==> config.mk <==
export PLATFORM = sky130hd
export DESIGN_NAME = trs_angle_reduce
export DESIGN_NICKNAME = d
export VERILOG_FILES = /design/src/rtl/trs_pkg.sv /design/src/rtl/trs_angle_reduce.sv
export SDC_FILE = /design/constraint.sdc
export NUM_CORES = 1
export LEC_CHECK = 0
export BUFFER_PORTS_ARGS = -buffer_cell sky130_fd_sc_hd__buf_4
export CAP_MARGIN = 25
export CORE_UTILIZATION = 45
export DETAILED_ROUTE_END_ITERATION = 8
export PLACE_DENSITY = 0.72
export REMOVE_ABC_BUFFERS = 1
export SKIP_LAST_GASP = 1
export SYNTH_ARGS = -nofsm -noshare
export SYNTH_HDL_FRONTEND = slang
export SYNTH_SLANG_ARGS = --single-unit
export TNS_END_PERCENT = 10
==> constraint.sdc <==
create_clock -name vclk -period 24.3
set_input_delay 2.43 -clock vclk [all_inputs]
set_output_delay 2.43 -clock vclk [all_outputs]
set_load 0.02 [all_outputs]
==> src/rtl/trs_pkg.sv <==
// Shared constants, types and functions for the transform matrix builder.
package trs_pkg;
  localparam int CordicSteps = 24;
  localparam int FullTurn = 23040;
  localparam int QuarterTurn = 5760;
  localparam int PipeDepth = 11;
  localparam logic signed [33:0] CordicGain = 34'sd652032874;
  localparam logic signed [33:0] OneQ30 = 34'sd1073741824;

  typedef logic signed [33:0] q30_t;
  typedef logic signed [31:0] word_t;
  typedef logic signed [15:0] scale_t;

  // Quadrant codes.
  typedef enum logic [1:0] {QUAD0 = 2'd0, QUAD1 = 2'd1, QUAD2 = 2'd2, QUAD3 = 2'd3} quad_t;

  // One CORDIC lane: vector, residual angle and quadrant.
  typedef struct packed {
    q30_t x;
    q30_t y;
    logic signed [36:0] z;
    quad_t q;
  } cordic_t;

  function automatic logic signed [36:0] atan_of(input int i);
    logic signed [36:0] r;
    r = '0;
    case (i)
      0: r = 37'sd188743680;
      1: r = 37'sd111421900;
      2: r = 37'sd58872272;
      3: r = 37'sd29884485;
      4: r = 37'sd15000234;
      5: r = 37'sd7507429;
      6: r = 37'sd3754631;
      7: r = 37'sd1877430;
      8: r = 37'sd938729;
      9: r = 37'sd469366;
      10: r = 37'sd234683;
      11: r = 37'sd117342;
      12: r = 37'sd58671;
      13: r = 37'sd29335;
      14: r = 37'sd14668;
      15: r = 37'sd7334;
      16: r = 37'sd3667;
      17: r = 37'sd1833;
      18: r = 37'sd917;
      19: r = 37'sd458;
      20: r = 37'sd229;
      21: r = 37'sd115;
      22: r = 37'sd57;
      23: r = 37'sd29;
      default: r = '0;
    endcase
    return r;
  endfunction

  // Q30 times Q30, rounded half up back to Q30.
  function automatic q30_t mul30(input q30_t a, input q30_t b);
    logic signed [67:0] p;
    p = 68'(a) * 68'(b) + (68'sd1 <<< 29);
    return q30_t'(p >>> 30);
  endfunction

  // Q30 times Q4.12 to Q8.24, saturated.
  function automatic word_t scale_sat(input q30_t e, input scale_t k);
    logic signed [51:0] p;
    logic signed [51:0] v;
    word_t r;
    p = 52'(e) * 52'(k) + (52'sd1 <<< 17);
    v = p >>> 18;
    if (v > 52'sd2147483647) r = 32'sh7fffffff;
    else if (v < -52'sd2147483648) r = 32'sh80000000;
    else r = word_t'(v);
    return r;
  endfunction
endpackage

==> src/rtl/trs_angle_reduce.sv <==
// Angle reduction: modulo a full turn, quadrant split, CORDIC start vector.
module trs_angle_reduce (
  input  logic signed [17:0] angle,
  output trs_pkg::cordic_t   lane
);
  import trs_pkg::*;
  logic signed [19:0] a0;
  logic [17:0] a;
  logic [17:0] r;
  // 18 bit angle spans under 6 turns each way: fold with a few compares.
  always_comb begin
    a0 = 20'(angle);
    for (int k = 0; k < 3; k++) begin
      if (a0 < 0) a0 = a0 + 20'(FullTurn) * 20'sd4;
    end
    for (int k = 0; k < 3; k++) begin
      if (a0 >= 20'(FullTurn) * 20'sd2) a0 = a0 - 20'(FullTurn) * 20'sd2;
    end
    if (a0 >= 20'(FullTurn)) a0 = a0 - 20'(FullTurn);
    a = 18'(a0);
    if (a >= 18'(3 * QuarterTurn)) begin
      lane.q = QUAD3; r = a - 18'(3 * QuarterTurn);
    end else if (a >= 18'(2 * QuarterTurn)) begin
      lane.q = QUAD2; r = a - 18'(2 * QuarterTurn);
    end else if (a >= 18'(QuarterTurn)) begin
      lane.q = QUAD1; r = a - 18'(QuarterTurn);
    end else begin
      lane.q = QUAD0; r = a;
    end
    lane.x = CordicGain;
    lane.y = '0;
    lane.z = 37'({19'd0, r}) <<< 16;
  end
endmodule

==> impl_metrics.py <==
metrics = {
    "cells_and_area": {
        "n_antenna_cell": 0,
        "seq_area_sq_um": 0,
        "area_delta_synth_final_pct": -1.178,
        "final_net_count": 621,
        "seq_cell_count": 0,
        "drive_above_1_share_pct": 16.21,
        "fill_cells": 870,
        "nClkBuffers": 0,
    },
    "pwr": {
        "power.leakage_nw": 1.626,
        "power.density_nw_per_um2": 178.4,
        "finalPower_w": 0.0007115,
        "vdd_ir_drop_max_mv": 0.1582,
    },
    "global_route": {
        "grt_pass1_vias": 3761,
        "overflow": 0,
        "antenna_found_initial": 0,
        "grt_max_degree": 18,
        "grt_pass1_wl_microns": 17910,
        "grt_usage_pct": 21.73,
    },
    "die": {
        "core_sq_um": 8721,
        "io-pin-count": 125,
        "die-area_sq_um": 9350,
        "initial_utilization_pct": 46.27,
        "die_h_microns": 96.70,
        "rows": 34,
        "die_x_microns": 96.70,
    },
    "critical_path": {
        "cp.required_ns": 21.87,
        "endpoint_kind": "output pin",
        "cp-start-kind": "input port",
        "critPathMaxStageDelay_ns": 0.64,
        "critical_path_peak_fanout": 13,
        "critPathBufInv": 4,
        "cp_slowest_cell": "a22oi_1",
        "cp.arrival_ns": 12.01,
        "crit_family": "compound AO/OA/AOI/OAI gates",
        "cp_common_cell": "ha_1",
        "worstSetupPathType": "in2out",
    },
    "yosys": {
        "synth_top_area_share_pct": 17.67,
        "synth_area_sq_um": 4035,
        "yosys-top-cells-area": "buf_4 (18%), ha_1 (4.7%), a21oi_1 (3.8%)",
        "synth_most_common_cell": "buf_4",
        "synthSimpleGateAreaFrac_pct": 26.57,
        "synth_area_leader_cell": "buf_4",
        "synth_xor_area_share_pct": 5.736,
        "netlist_instances": 574,
        "synth_fa_ha_area_share_pct": 4.651,
        "yosysWarnings": 0,
        "synthMuxAreaShare_pct": 2.512,
        "synth_top_family_by_area": "compound AO/OA/AOI/OAI gates",
        "synth_common_cells": "buf_4 (95), nor2_1 (41), nand2_1 (33)",
        "seq_area_frac_synth_pct": 0,
        "synth_cell_types": 95,
        "syn_avg_cell_area_sq_um": 7.030,
        "synth_compound_area_share_pct": 39.19,
    },
    "timing": {
        "finalHoldViolCount": 0,
        "grt_setup_unrepaired": "false",
        "period_share_pct": 59.42,
        "max_freq_ghz": 0.06926,
        "worst_pin_slew_ns": 0.9532,
        "fin_tns_setup_ns": 0,
        "drv_slew": 0,
        "setup_violations": 0,
        "relSlewSlack_pct": 35.76,
        "layout_min_cycle_time_ns": 14.44,
    },
    "route": {
        "wl_per_cell_microns": 15.38,
        "dr.pass1.iters": 7,
        "drt-total-wl_microns": 10680,
        "ant_nets": 0,
        "remaining_drc_errors": 1,
        "vias_per_cell": 6.287,
        "dr.first_iter.drc_count": 388,
        "dr_total_vias": 4363,
    },
    "placed_design": {
        "hpwl_microns": 8563,
        "numPortBuffers": 38,
        "place.gp.congestion": 0.9945,
    },
    "cts": {
        "postCtsHoldBufs": 0,
        "cts_post_setup_buffers_inserted": 0,
        "post_cts_resized": 0,
    },
    "worst_hold_path": {
        "hold_class": "in2out",
    },
    "run_status": {
        "status": "finished, violations left",
        "violations": "design-rule violations",
    },
    "job": {
        "cap_violations": 0,
    },
}
## stage by stage
stage	cells	worst slack (ns)	utilization (%)	hold WS (ns)	cell area, sq um
final	694	9.861	45.72	5.064	3988
after floorplan	548	11.51	-	4.860	3567
after detailed placement	694	10.11	45.72	5.065	3988
after global placement	694	10.33	45.72	5.064	3988
after global routing	694	9.148	45.72	5.067	3988
after CTS	694	10.06	45.72	5.065	3988
## power by group
| part | leakage (nW) | internal, W | switching [W] |
|---|---|---|---|
| combinational | 1.63 | 0.000272 | 0.000440 |
| sequential | 0 | 0 | 0 |
| clock | 0 | 0 | 0 |
| total | 1.63 | 0.000272 | 0.000440 |
## cells in the final DEF (no fill, tap or decap), types with 4 or more instances in the layout
master,instances
and2_1,8
nand3_1,26
o21ai_0,22
o21ai_1,10
buf_4,38
a211oi_1,6
a31oi_1,16
a31o_2,7
or2_1,6
xor2_1,5
a211o_1,5
a22oi_1,4
o211a_1,4
nor3_1,13
conb_1,87
or3_1,7
nand2b_1,12
o31ai_1,8
xnor2_1,14
ha_1,15
nand4_1,8
a21o_1,9
nor2b_1,5
mux2i_1,5
and3_1,8
o21a_1,7
nor2_1,41
a21oi_1,31
o211ai_1,16
inv_1,13
nand2_1,33
nor4_1,9
## metal layers
layer	global-route usage [%]	routed length (microns)
met2	36.08	4754
met1	30.41	4613
met5	0	0
met3	2.095	1113
met4	4.478	195
## cell type report
class	instances	area [sq um]	share of cell area, %
multi-input cells	531	3501	87.79
well taps	108	135.1	3.389
repair buffers	38	285.3	7.154
inverters	17	66.31	1.663
## worst paths after layout
path,startpoint,end,slack [ns],cells past startpoint
worst max-delay path,angle[11],lane[30],9.86,38
worst min-delay path,angle[4],lane[22],5.06,2
## logic make-up after synthesis
family / count (synthesis)
adder cells (fa/ha/maj): 15
AO/OA/AOI/OAI: 198
buffers and inverters: 128
XOR/XNOR: 23
other: 2
AND/OR/NAND/NOR: 199
multiplexers: 9
Power figures use the tool's default switching activity.
